### config.mk
export PLATFORM = sky130hd
export DESIGN_NAME = c_escape_sequence_decoder
export DESIGN_NICKNAME = d
export VERILOG_FILES = /design/src/rtl/c_esc_pkg.sv /design/src/rtl/c_escape_sequence_decoder.sv /design/src/rtl/c_esc_front.sv /design/src/rtl/c_esc_fifo.sv /design/src/rtl/c_esc_back.sv
export SDC_FILE = /design/constraint.sdc
export NUM_CORES = 1
export LEC_CHECK = 0
export ABC_AREA = 1
export BUFFER_PORTS_ARGS = -buffer_cell sky130_fd_sc_hd__buf_2
export CAP_MARGIN = 20
export CORE_ASPECT_RATIO = 1.2
export CORE_UTILIZATION = 40
export DETAILED_ROUTE_END_ITERATION = 12
export MAX_ROUTING_LAYER = met4
export PLACE_DENSITY = 0.65
export SETUP_SLACK_MARGIN = 0.05
export SYNTH_ARGS = -nofsm -noshare
export SYNTH_HDL_FRONTEND = slang
export SYNTH_HIERARCHICAL = 1
export SYNTH_SLANG_ARGS = --single-unit
### constraint.sdc
create_clock -name clk -period 3.4 [get_ports clk]
set_input_delay 0.68 -clock clk [delete_from_list [all_inputs] [get_ports clk]]
set_output_delay 0.68 -clock clk [all_outputs]
set_load 0.01 [all_outputs]
### src/rtl/c_esc_pkg.sv
// shared types and character codes for the c escape sequence decoder
`timescale 1ns / 1ps

package c_esc_pkg;

  typedef struct packed {
    logic [7:0] char_in;
    logic       last_in;
  } in_item_t;

  typedef struct packed {
    logic [7:0] out_byte;
    logic       byte_valid;
    logic       nonstandard_escape;
    logic       last_out;
  } out_item_t;

  // one queue entry: one or two results decoded from one request
  typedef struct packed {
    logic      two;
    out_item_t r1;
    out_item_t r0;
  } cmd_t;

  localparam logic [7:0] NEWLINE_RESET = 8'd10;

  localparam logic [7:0] CH_DQUOTE = 8'h22;
  localparam logic [7:0] CH_SQUOTE = 8'h27;
  localparam logic [7:0] CH_BSLASH = 8'h5c;
  localparam logic [7:0] CH_A      = 8'h61;
  localparam logic [7:0] CH_B      = 8'h62;
  localparam logic [7:0] CH_F      = 8'h66;
  localparam logic [7:0] CH_N      = 8'h6e;
  localparam logic [7:0] CH_R      = 8'h72;
  localparam logic [7:0] CH_T      = 8'h74;
  localparam logic [7:0] CH_V      = 8'h76;

  localparam logic [7:0] CODE_BEL = 8'd7;
  localparam logic [7:0] CODE_BS  = 8'd8;
  localparam logic [7:0] CODE_FF  = 8'd12;
  localparam logic [7:0] CODE_CR  = 8'd13;
  localparam logic [7:0] CODE_HT  = 8'd9;
  localparam logic [7:0] CODE_VT  = 8'd11;

  localparam logic [1:0] OCT_MAX_DIGITS = 2'd3;

endpackage

### src/rtl/c_escape_sequence_decoder.sv
// top level of the c string literal escape decoder
`timescale 1ns / 1ps

// channel   signals                        payload
// in        in_valid / in_stall            in_data: char_in, last_in
// out       out_valid / out_stall          out_data: out_byte, byte_valid,
//                                            nonstandard_escape, last_out
// cfg       cfg_we                         cfg_wdata: newline_code
//
// one raw byte is taken per cycle while in_stall is low; it passes the queue
// and the output register on its way out. results leave one per cycle while
// out_stall is low; the queue absorbs the extra results of two-result bytes.
// in_stall rises only when the queue of QUEUE_DEPTH entries is full.
// synchronous reset clears decode state, queue and output; newline code is 10.

module c_escape_sequence_decoder #(
  parameter int QUEUE_DEPTH = 4
) (
  input  logic                 clk,
  input  logic                 rst,
  input  logic                 in_valid,
  output logic                 in_stall,
  input  c_esc_pkg::in_item_t  in_data,
  output logic                 out_valid,
  input  logic                 out_stall,
  output c_esc_pkg::out_item_t out_data,
  input  logic                 cfg_we,
  input  logic [7:0]           cfg_wdata
);

  logic            push, pop, q_full, q_empty;
  c_esc_pkg::cmd_t push_data, q_data;

  c_esc_front u_front (
    .clk       (clk),
    .rst       (rst),
    .in_valid  (in_valid),
    .in_stall  (in_stall),
    .in_data   (in_data),
    .cfg_we    (cfg_we),
    .cfg_wdata (cfg_wdata),
    .push      (push),
    .push_data (push_data),
    .q_full    (q_full)
  );

  c_esc_fifo #(
    .DEPTH (QUEUE_DEPTH)
  ) u_fifo (
    .clk       (clk),
    .rst       (rst),
    .push      (push),
    .push_data (push_data),
    .full      (q_full),
    .pop       (pop),
    .pop_data  (q_data),
    .empty     (q_empty)
  );

  c_esc_back u_back (
    .clk       (clk),
    .rst       (rst),
    .q_empty   (q_empty),
    .q_data    (q_data),
    .pop       (pop),
    .out_valid (out_valid),
    .out_stall (out_stall),
    .out_data  (out_data)
  );

endmodule

### src/rtl/c_esc_front.sv
// front end: takes raw bytes, tracks escape state, queues decoded results
`timescale 1ns / 1ps

module c_esc_front (
  input  logic                clk,
  input  logic                rst,
  input  logic                in_valid,
  output logic                in_stall,
  input  c_esc_pkg::in_item_t in_data,
  input  logic                cfg_we,
  input  logic [7:0]          cfg_wdata,
  output logic                push,
  output c_esc_pkg::cmd_t     push_data,
  input  logic                q_full
);

  typedef enum logic [1:0] {M_IDLE, M_BODY, M_ESC, M_OCT} mode_t;

  mode_t      mode, mode_next;
  logic [1:0] cnt, cnt_next;
  logic [7:0] acc, acc_next;
  logic [7:0] quote, quote_next;
  logic [7:0] newline_code;

  logic                 accept;
  logic [1:0]           n;
  c_esc_pkg::out_item_t res [2];

  function automatic c_esc_pkg::out_item_t mk(input logic [7:0] b, input logic v,
                                              input logic ns);
    c_esc_pkg::out_item_t r;
    r.out_byte           = b;
    r.byte_valid         = v;
    r.nonstandard_escape = ns;
    r.last_out           = 1'b0;
    return r;
  endfunction

  function automatic c_esc_pkg::out_item_t esc_map(input logic [7:0] c, input logic [7:0] nl);
    c_esc_pkg::out_item_t r;
    unique case (c) inside
      c_esc_pkg::CH_DQUOTE, c_esc_pkg::CH_SQUOTE, c_esc_pkg::CH_BSLASH: r = mk(c, 1'b1, 1'b0);
      c_esc_pkg::CH_A: r = mk(c_esc_pkg::CODE_BEL, 1'b1, 1'b0);
      c_esc_pkg::CH_B: r = mk(c_esc_pkg::CODE_BS, 1'b1, 1'b0);
      c_esc_pkg::CH_F: r = mk(c_esc_pkg::CODE_FF, 1'b1, 1'b0);
      c_esc_pkg::CH_N: r = mk(nl, 1'b1, 1'b0);
      c_esc_pkg::CH_R: r = mk(c_esc_pkg::CODE_CR, 1'b1, 1'b0);
      c_esc_pkg::CH_T: r = mk(c_esc_pkg::CODE_HT, 1'b1, 1'b0);
      c_esc_pkg::CH_V: r = mk(c_esc_pkg::CODE_VT, 1'b1, 1'b0);
      default:         r = mk(c, 1'b1, 1'b1);
    endcase
    return r;
  endfunction

  assign in_stall = q_full;
  assign accept   = in_valid && !q_full;

  always_comb begin
    logic [7:0] c;
    logic       last;
    logic       is_oct;
    logic       done;
    c          = in_data.char_in;
    last       = in_data.last_in;
    is_oct     = (c[7:3] == 5'b00110);
    done       = 1'b0;
    mode_next  = mode;
    cnt_next   = cnt;
    acc_next   = acc;
    quote_next = quote;
    n          = 2'd0;
    res[0]     = '0;
    res[1]     = '0;

    if (mode == M_IDLE) begin
      quote_next = c;
      mode_next  = M_BODY;
    end else if (last && c == quote) begin
      if (mode == M_OCT) begin
        res[n[0]] = mk(acc, 1'b1, 1'b0);
        n         = n + 2'd1;
        mode_next = M_BODY;
      end
    end else begin
      if (mode == M_OCT) begin
        if (is_oct) begin
          acc_next = {acc[4:0], c[2:0]};
          cnt_next = cnt + 2'd1;
          // third digit closes the escape
          if (cnt_next == c_esc_pkg::OCT_MAX_DIGITS) begin
            res[n[0]] = mk(acc_next, 1'b1, 1'b0);
            n         = n + 2'd1;
            acc_next  = '0;
            cnt_next  = '0;
            mode_next = M_BODY;
          end
          done = 1'b1;
        end else begin
          res[n[0]] = mk(acc, 1'b1, 1'b0);
          n         = n + 2'd1;
          acc_next  = '0;
          cnt_next  = '0;
          mode_next = M_BODY;
        end
      end
      if (!done) begin
        if (mode_next == M_ESC) begin
          if (is_oct) begin
            acc_next  = {5'd0, c[2:0]};
            cnt_next  = 2'd1;
            mode_next = M_OCT;
          end else begin
            res[n[0]] = esc_map(c, newline_code);
            n         = n + 2'd1;
            mode_next = M_BODY;
          end
        end else if (c == c_esc_pkg::CH_BSLASH) begin
          mode_next = M_ESC;
        end else begin
          res[n[0]] = mk(c, 1'b1, 1'b0);
          n         = n + 2'd1;
        end
      end
    end

    if (last) begin
      // pending octal flushes at the end; a dangling backslash is dropped
      if (mode_next == M_OCT) begin
        res[n[0]] = mk(acc_next, 1'b1, 1'b0);
        n         = n + 2'd1;
      end
      if (n == 2'd0) begin
        res[0] = mk(8'd0, 1'b0, 1'b0);
        n      = 2'd1;
      end
      if (n == 2'd2) begin
        res[1].last_out = 1'b1;
      end else begin
        res[0].last_out = 1'b1;
      end
      mode_next = M_IDLE;
      cnt_next  = '0;
      acc_next  = '0;
    end
  end

  assign push         = accept && (n != 2'd0);
  assign push_data.two = (n == 2'd2);
  assign push_data.r0  = res[0];
  assign push_data.r1  = res[1];

  always_ff @(posedge clk) begin
    if (rst) begin
      mode         <= M_IDLE;
      cnt          <= '0;
      acc          <= '0;
      quote        <= '0;
      newline_code <= c_esc_pkg::NEWLINE_RESET;
    end else begin
      if (accept) begin
        mode  <= mode_next;
        cnt   <= cnt_next;
        acc   <= acc_next;
        quote <= quote_next;
      end
      if (cfg_we) begin
        newline_code <= cfg_wdata;
      end
    end
  end

endmodule

### src/rtl/c_esc_fifo.sv
// small queue of decoded result pairs between front and back
`timescale 1ns / 1ps

module c_esc_fifo #(
  parameter int DEPTH = 4
) (
  input  logic            clk,
  input  logic            rst,
  input  logic            push,
  input  c_esc_pkg::cmd_t push_data,
  output logic            full,
  input  logic            pop,
  output c_esc_pkg::cmd_t pop_data,
  output logic            empty
);

  localparam int PTR_W = (DEPTH > 1) ? $clog2(DEPTH) : 1;
  localparam int CNT_W = $clog2(DEPTH + 1);

  c_esc_pkg::cmd_t mem [DEPTH];
  logic [PTR_W-1:0] wr_ptr, rd_ptr;
  logic [CNT_W-1:0] count;

  function automatic logic [PTR_W-1:0] inc(input logic [PTR_W-1:0] p);
    return (p == PTR_W'(DEPTH - 1)) ? '0 : p + PTR_W'(1);
  endfunction

  assign full     = (count == CNT_W'(DEPTH));
  assign empty    = (count == '0);
  assign pop_data = mem[rd_ptr];

  always_ff @(posedge clk) begin
    if (push) begin
      mem[wr_ptr] <= push_data;
    end
  end

  always_ff @(posedge clk) begin
    if (rst) begin
      wr_ptr <= '0;
      rd_ptr <= '0;
      count  <= '0;
    end else begin
      if (push) begin
        wr_ptr <= inc(wr_ptr);
      end
      if (pop) begin
        rd_ptr <= inc(rd_ptr);
      end
      if (push && !pop) begin
        count <= count + CNT_W'(1);
      end else if (pop && !push) begin
        count <= count - CNT_W'(1);
      end
    end
  end

endmodule

### src/rtl/c_esc_back.sv
// back end: unpacks queued pairs, one result per cycle unless stalled
`timescale 1ns / 1ps

module c_esc_back (
  input  logic                 clk,
  input  logic                 rst,
  input  logic                 q_empty,
  input  c_esc_pkg::cmd_t      q_data,
  output logic                 pop,
  output logic                 out_valid,
  input  logic                 out_stall,
  output c_esc_pkg::out_item_t out_data
);

  logic                 pend_valid;
  c_esc_pkg::out_item_t pend;
  logic                 load;

  // output register free or draining this cycle
  assign load = !out_valid || !out_stall;
  assign pop  = load && !pend_valid && !q_empty;

  always_ff @(posedge clk) begin
    if (rst) begin
      out_valid  <= 1'b0;
      pend_valid <= 1'b0;
    end else if (load) begin
      if (pend_valid) begin
        out_valid  <= 1'b1;
        pend_valid <= 1'b0;
      end else if (!q_empty) begin
        out_valid  <= 1'b1;
        pend_valid <= q_data.two;
      end else begin
        out_valid <= 1'b0;
      end
    end
  end

  always_ff @(posedge clk) begin
    if (load) begin
      if (pend_valid) begin
        out_data <= pend;
      end else if (!q_empty) begin
        out_data <= q_data.r0;
        pend     <= q_data.r1;
      end
    end
  end

endmodule

==> run_results.csv, run 1 <==
group,metric,value,unit
place,place_area,0.00823,sq mm
logic_synthesis,avgSynthCellArea,9.11,sq um
timing,period_needed,3.01,ns
detailed_routing,routed_wl,18000,um
logic_synthesis,synth-seq-cells,153,
pwr,pwr-share-clk,31.8,%
timing,rsz0062_at_grt,"no",
clocking,clock-sinks,153,
logic_synthesis,synth.area.mux_share,0,%
timing,slew-limit-headroom,50.7,%
clocking,path_clk_slew,0.06,ns
floorplan,die_x,129,um
floorplan,die_height,154,um
logic_synthesis,synthFlopType,"edfxtp_1",
worst_setup_path,slowest_stage,"fa_1",
detailed_routing,drt-wirelength-per-cell,15.5,um
logic_synthesis,seq_area_frac_synth,54.6,%
pwr,power.switching,1950,uW
pwr,pwr-share-seq,42.5,%
floorplan,die_area,0.0198,sq mm
worst_setup_path,cp_cell_sequence,"inv_1 > nand2_1 > inv_1 > nor2_2 > nor2_2 > ha_1 > o21ai_0 > nand2_2 > nand2_2 > nand2_2 > nand3_4 > nand3_1 > nand2_1 > inv_1 > ha_1 > inv_1 > fa_1 > o21ai_0 > nor2_1",
worst_setup_path,crit_path_start_kind,"flip-flop",
layout,diodes,0,
worst_setup_path,worst-path-buf-inv,4,
layout,drive_gt1_share,17.1,%
logic_synthesis,yosys.area_share.adder,2.05,%
detailed_routing,vias,5925,
logic_synthesis,syn-num-nets,879,
logic_synthesis,synth_top_family_by_area,"simple AND/OR/NAND/NOR gates",
run_status,outcome,"finished, final reports clean",
worst_setup_path,cp_data_required_time,3.71,ns
timing,max_freq,332,MHz
hold_path,hp-class,"input port to flip-flop",
worst_setup_path,crit_family,"simple AND/OR/NAND/NOR gates",
detailed_routing,drc,0,
logic_synthesis,post-synth-top-area-cell,"edfxtp_1",
worst_setup_path,arrival,3.32,ns
logic_synthesis,synth_compound_gate_area_share,13.4,%
place,place_ws,0.0342,ns
clocking,cts_hold_buf,0,
clocking,insertion_delay,0.42,ns
clocking,postCtsSetupBuffers,0,
clocking,cts_buffers,17,
timing,tightest_slew,0.737,ns
timing,slew_violations,0,
logic_synthesis,synthCells,845,
timing,finalSetupViolCount,0,
floorplan,coreArea,0.0189,sq mm
place,place_congestion,0.954,
place,post-dp-hpwl,12400,um
clocking,ctsResizeCount,0,
layout,final_common_cell,"nand2_1",
global_routing,first_global_vias,5695,
timing,tns,0,ns
worst_setup_path,path_class,"flip-flop to flip-flop",
detailed_routing,via_per_inst,5.09,
layout,area_growth_syn_to_layout,14.5,%
logic_synthesis,synth_xor_area_share,0.341,%
timing,hold_viol,0,
timing,clock_skew,0.0110,ns
pwr,ir_worst_vdd,344,uV
clocking,cts-root-buf,"clkbuf_16",
worst_setup_path,cp-end-kind,"flip-flop",
floorplan,start_util,40.8,%
timing,period_share,88.5,%
pwr,power.leakage,0.00356,uW
logic_synthesis,synth.area.top_cells,"edfxtp_1, dfxtp_1, nand2_1",
layout,finalInstanceArea,0.00882,sq mm
clocking,clockBufferDepth,2,
logic_synthesis,synth_edf_count,114,
worst_setup_path,cpPeakStageDelay,0.41,ns
place,port-buffer-count,34,
logic_synthesis,synth_top_area_share,44.5,%
pwr,p_int,3970,uW
detailed_routing,firstDrtPassIters,5,
detailed_routing,drtAntennaViolNets,0,
layout,final_cell_mix,"nand2_1, edfxtp_1, nor2_1, inv_1, o21ai_0",
logic_synthesis,async_flop_share,0,%
worst_setup_path,crit_top_cell,"inv_1",
clocking,cts_tree,"built",
pwr,p_per_area,671,mW/mm^2
layout,final_cells,1163,
clocking,htree_levels,4,
global_routing,grt_first_pass_wirelength,29400,um
global_routing,antenna_found_initial,0,
global_routing,grt_use_total,20.1,%
detailed_routing,drtIter0Drc,497,
job,maxCapViolations,0,
timing,setup_ws,0.390,ns
logic_synthesis,ys.warnings.count,6,
worst_setup_path,cp_max_fo,6,
floorplan,ios,35,
layout,fin_util,46.8,%
layout,layout.nets,928,
pwr,pwr-share-comb,25.7,%
logic_synthesis,syn-cell-area,0.00770,sq mm
floorplan,rows,55,
logic_synthesis,synth.distinct_cells,49,
place,placed_cells,1131,
pwr,switching_share,32.9,%
global_routing,grt_max_degree,47,
logic_synthesis,yosys.area_share.simple,22.1,%
global_routing,overflow,0,
[worst register-to-register path: cells and delay by family, from the launching register on]
family	cells	cell delay (ns)
flops	1	0.33
fa+ha+maj	3	0.89
buf+inv	4	0.38
compound gates	2	0.39
simple gates	10	0.92
[kinds of logic (layout without fill, tap and decap cells)]
| family | after synthesis | in the layout |
|---|---|---|
| XOR/XNOR | 3 | 3 |
| flip-flops | 153 | 153 |
| buffers and inverters | 123 | 185 |
| AND/OR/NAND/NOR | 379 | 379 |
| adder cells (fa/ha/maj) | 12 | 12 |
| other | 1 | 1 |
| AO/OA/AOI/OAI | 174 | 174 |
[state kept, by name, summed over array words and instances (netlist names), 3 cells and up, named ones only]
name and cells:
u_back/out_data 11, u_front/quote 8, u_fifo/mem 92, u_fifo/count 3
u_back/pend 11, u_front/acc 8, u_front/newline_code 8
[cells in the mapped netlist, types with 4 or more instances]
library cell	count
o21ai_1	24
nand4_1	7
o21ai_2	6
buf_2	7
nand3_4	4
a31oi_1	7
nor2_2	5
nand2_2	10
nor3_1	10
inv_1	73
dfxtp_1	39
clkbuf_1	5
edfxtp_1	114
o22ai_1	24
nor2_1	104
a21oi_1	33
inv_2	16
nand2_1	191
o22ai_2	4
o21ai_0	61
nand3_1	34
buf_6	8
buf_4	8
ha_1	11
[final timing paths]
check                           slack (ns)  cells after the start                      end                    start
worst min register to register        0.46                      2  u_front/newline_code[3]  u_front/newline_code[3]
worst min-delay path                  0.46                      3  u_front/newline_code[3]             cfg_wdata[3]
worst max register to register        0.39                     19          u_fifo/count[1]           u_front/cnt[0]
worst max-delay path                  0.39                     19          u_fifo/count[1]           u_front/cnt[0]
[per-layer routing]
| layer | vias to the layer above | share of wire [%] | routed length [um] | track usage [%] |
|---|---|---|---|---|
| li1 | 2955 | - | - | - |
| met1 | 2760 | 44 | 7920 | 24.3 |
| met2 | 182 | 50 | 8970 | 32.5 |
| met3 | 28 | 4.3 | 771 | 4.84 |
| met4 | 0 | 2.1 | 384 | 7.51 |
| met5 | - | 0 | 0 | - |
[per-stage QoR]
stage                     total power (uW)  hold slack, ns
after global placement                4060           0.440
after floorplan                       3670           0.429
final                                 5920           0.463
after global routing                  6270           0.463
after CTS                             5980           0.444
after detailed placement              4100           0.445
[power groups by stage]
stage / registers (uW) / clock network [uW] / logic (uW)
after floorplan: 2580 / 0 / 1100
after global placement: 2550 / 0 / 1510
final: 2520 / 1880 / 1520
after global routing: 2550 / 2000 / 1720
after detailed placement: 2560 / 0 / 1540
after CTS: 2520 / 1920 / 1540
[layout make-up]
cell class	instances	area [sq um]
clock inverter	15	166
fill	1823	10000
sequential	153	4200
timing repair buffer	62	430
inverter	91	354
clock buffer	17	425
tap	256	320
multi-input combinational	569	2920
Note: power is estimated with default switching activity, not from simulation.
==> run 2: changes to the inputs <==
--- a/config.mk
+++ b/config.mk
@@ -5,14 +5,13 @@
 export SDC_FILE = /design/constraint.sdc
 export NUM_CORES = 1
 export LEC_CHECK = 0
-export ABC_AREA = 1
 export BUFFER_PORTS_ARGS = -buffer_cell sky130_fd_sc_hd__buf_2
 export CAP_MARGIN = 20
 export CORE_ASPECT_RATIO = 1.2
 export CORE_UTILIZATION = 40
 export DETAILED_ROUTE_END_ITERATION = 12
 export MAX_ROUTING_LAYER = met4
-export PLACE_DENSITY = 0.65
+export PLACE_DENSITY = 0.63
 export SETUP_SLACK_MARGIN = 0.05
 export SYNTH_ARGS = -nofsm -noshare
 export SYNTH_HDL_FRONTEND = slang
==> constraint.sdc (replaced) <==
create_clock -name clk -period 2.8 [get_ports clk]
set_input_delay 0.56 -clock clk [delete_from_list [all_inputs] [get_ports clk]]
set_output_delay 0.56 -clock clk [all_outputs]
set_load 0.01 [all_outputs]
==> run 2 against run 1 <==
The flow now finishes with violations (design-rule violations, negative setup slack). Non-clock buffer count is 79 higher. Cell count is 20% lower. Clock skew hardly changed. Hold slack worse by 0.12 ns. Cell area is 8.6% higher. Clock power is 24% higher. Critical path type is now input port to flip-flop. Highest routed layer unchanged.
==> run_results.csv, run 2 <==
group,metric,value,unit
worst_setup_path,crit_family,"compound AO/OA/AOI/OAI gates",
worst_setup_path,r2r_slack,-0.33,ns
pwr,ir_worst_vdd,373,uV
clocking,cts_tree,"built",
layout,fin_util,54.3,%
timing,setup_ws,-0.446,ns
layout,layout.nets,726,
place,post-dp-hpwl,12000,um
logic_synthesis,seq_area_frac_synth,58.0,%
worst_setup_path,r2r_end,"u_fifo/mem[0][9]",
clocking,clock-sinks,153,
layout,drive_gt1_share,37.3,%
floorplan,ios,35,
layout,fillers,1448,
timing,period_needed,3.25,ns
global_routing,grt_max_degree,37,
timing,hold_viol,0,
hold_path,min_to,"u_front/newline_code[1]",
global_routing,grt_first_pass_wirelength,29200,um
logic_synthesis,post-synth-top-area-cell,"edfxtp_1",
clocking,cts_hold_buf,0,
hold_path,min_from,"cfg_wdata[1]",
logic_synthesis,async_flop_share,0,%
logic_synthesis,synthFlopType,"edfxtp_1",
worst_setup_path,path_class,"input port to flip-flop",
logic_synthesis,synth.area.top_cells,"edfxtp_1, dfxtp_1, mux4_2",
timing,tightest_slew,0.717,ns
pwr,power.leakage,0.00351,uW
layout,final_cells,925,
clocking,insertion_delay,0.43,ns
worst_setup_path,slowest_stage,"a221o_4",
floorplan,coreArea,0.0176,sq mm
floorplan,die_x,125,um
timing,fin_hold_ws,0.343,ns
layout,final_common_cell,"edfxtp_1",
timing,max_freq,308,MHz
floorplan,start_util,41.1,%
timing,clock_skew,0.0108,ns
layout,top_register,"u_fifo/mem",
place,place_congestion,0.953,
hold_path,hp-class,"input port to flip-flop",
logic_synthesis,synth_edf_count,114,
detailed_routing,vias,5271,
timing,tns,-34.87,ns
worst_setup_path,crit_cells,15,
hold_path,worstHoldPathCells,3,
place,port-buffer-count,34,
detailed_routing,firstDrtPassIters,9,
logic_synthesis,yosys-top-cells-count,"edfxtp_1, nand2_1, nor2_1",
layout,diodes,0,
timing,slew_violations,0,
global_routing,first_global_vias,5261,
logic_synthesis,synth.distinct_cells,76,
global_routing,overflow,0,
logic_synthesis,synthCells,572,
global_routing,grt_use_total,21.7,%
logic_synthesis,avgSynthCellArea,12.7,sq um
pwr,p_per_area,759,mW/mm^2
clocking,cts_buffers,17,
clocking,htree_levels,4,
logic_synthesis,synth-seq-cells,153,
clocking,clockBufferDepth,2,
worst_setup_path,timing.rr.start,"u_front/cnt[1]",
floorplan,die_area,0.0187,sq mm
timing,finalSetupViolCount,148,
worst_setup_path,cp_cell_sequence,"buf_8 > buf_6 > nor4b_4 > nand2_2 > nor2_4 > nor2_4 > ha_4 > mux2_4 > a221o_4 > inv_4 > ha_4 > a2111oi_4 > a31o_4 > or2_4 > o22ai_4",
worst_setup_path,cp_max_fo,6,
layout,reg_top3,"u_fifo/mem x92, u_back/out_data x11, u_back/pend x11",
run_status,outcome,"finished, violations left",
logic_synthesis,syn-cell-area,0.00724,sq mm
logic_synthesis,syn-num-nets,606,
floorplan,rows,53,
layout,largest_reg_flops,92,
place,placed_cells,866,
run_status,violations,"design-rule violations, negative setup slack",
floorplan,die_height,149,um
worst_setup_path,cpPeakStageDelay,0.42,ns
layout,area_growth_syn_to_layout,32.2,%
worst_setup_path,arrival,3.40,ns
worst_setup_path,crit_path_start_kind,"input port",
worst_setup_path,cp_data_required_time,2.95,ns
timing,rsz0062_at_grt,"yes",
detailed_routing,drc,6,
logic_synthesis,ys.warnings.count,6,
layout,final_cell_mix,"edfxtp_1, buf_4, nand2_1, nor2_1",
worst_setup_path,worst-path-buf-inv,3,
logic_synthesis,synth_top_area_share,47.3,%
timing,slew-limit-headroom,52.2,%
timing,period_share,116,%
detailed_routing,drtIter0Drc,606,
clocking,cts-root-buf,"clkbuf_16",
job,maxCapViolations,0,
clocking,path_clk_slew,0.07,ns
global_routing,antenna_found_initial,0,
detailed_routing,routed_wl,19300,um
detailed_routing,drtAntennaViolNets,0,
logic_synthesis,yosys.cell_count.top_type,"edfxtp_1",
detailed_routing,via_per_inst,5.70,
worst_setup_path,reg2regPathDepth,12,
worst_setup_path,cp-end-kind,"flip-flop",
place,place_ws,-0.991,ns
detailed_routing,drt-wirelength-per-cell,20.9,um
-- run 2: cell types whose count changed after synthesis, sizes merged, moves of 8 or more --
cell / previous run / this run
inv: 91 / 14
nand2: 205 / 53
nor2: 112 / 47
clkbuf: 8 / 21
a22oi: 0 / 10
o21ai: 91 / 19
mux2i: 0 / 12
mux2: 0 / 13
and2: 0 / 8
nand3: 40 / 4
o22ai: 28 / 10
mux4: 0 / 23
-- run 2: worst max-delay path by stage --
| stage | to | slack (ns) | startpoint |
|---|---|---|---|
| after floorplan | u_fifo/count[2] | -0.91 | in_data[8] |
| after global placement | u_fifo/mem[0][8] | -0.95 | in_data[1] |
| after detailed placement | u_fifo/mem[0][3] | -0.99 | in_data[1] |
| after CTS | u_fifo/count[2] | -0.43 | in_data[8] |
| after global routing | u_fifo/count[2] | -0.53 | in_data[7] |
| final | u_fifo/mem[0][9] | -0.45 | in_data[7] |
-- run 2: report_power, final --
part	internal, uW	total [uW]	switching [uW]
clock	1400	2340	936
combinational	955	1940	985
sequential	2870	2990	119
total	5230	7270	2040
-- run 2: layer usage --
layer / global-route usage, % / share of wire [%] / vias to the layer above
met2: 37.9 / 53 / 201
met3: 4.08 / 4.5 / 40
li1: - / - / 2417
met1: 24.2 / 39 / 2613
met5: - / 0 / -
met4: 9.70 / 2.6 / 0
-- run 2: worst register-to-register path, delay by kind of cell (launching register included) --
| kind | cells | cell delay [ns] |
|---|---|---|
| AND/OR/NAND/NOR | 4 | 0.74 |
| adder cells (fa/ha/maj) | 2 | 0.41 |
| buffers and inverters | 1 | 0.08 |
| multiplexers | 1 | 0.26 |
| AO/OA/AOI/OAI | 4 | 1.05 |
| flip-flops | 1 | 0.32 |
-- run 2: repair_timing --
| action | in CTS | in global routing |
|---|---|---|
| pin swaps | 27 | 18 |
| gates resized for setup | 52 | 22 |
| gates cloned | 4 | 7 |
| setup buffers | 10 | 6 |
| endpoints found under the setup margin | 170 | 159 |
-- run 2: layout make-up --
cell class,instances,area [sq um],share of cell area (%)
clock buffer,17,425,4.44
clock inverter,15,173,1.80
timing repair buffer,141,1310,13.6
sequential,153,4200,43.9
tap,220,275,2.87
inverter,15,58.8,0.614
multi-input combinational,364,3140,32.7
-- run 2: per-stage QoR --
stage                     total power [uW]  cell area (sq um)
after floorplan                       4250               7370
after global placement                4720               8230
after detailed placement              4780               8230
after CTS                             7200               9290
after global routing                  7590               9580
final                                 7270               9580
-- run 2: logic make-up after synthesis --
kind of cell	synth area share (%)
flops	58.0
mux	11.0
buf+inv	4.02
xor+xnor	1.33
other cells	0.0518
compound gates	11.6
fa+ha+maj	2.18
simple gates	11.8
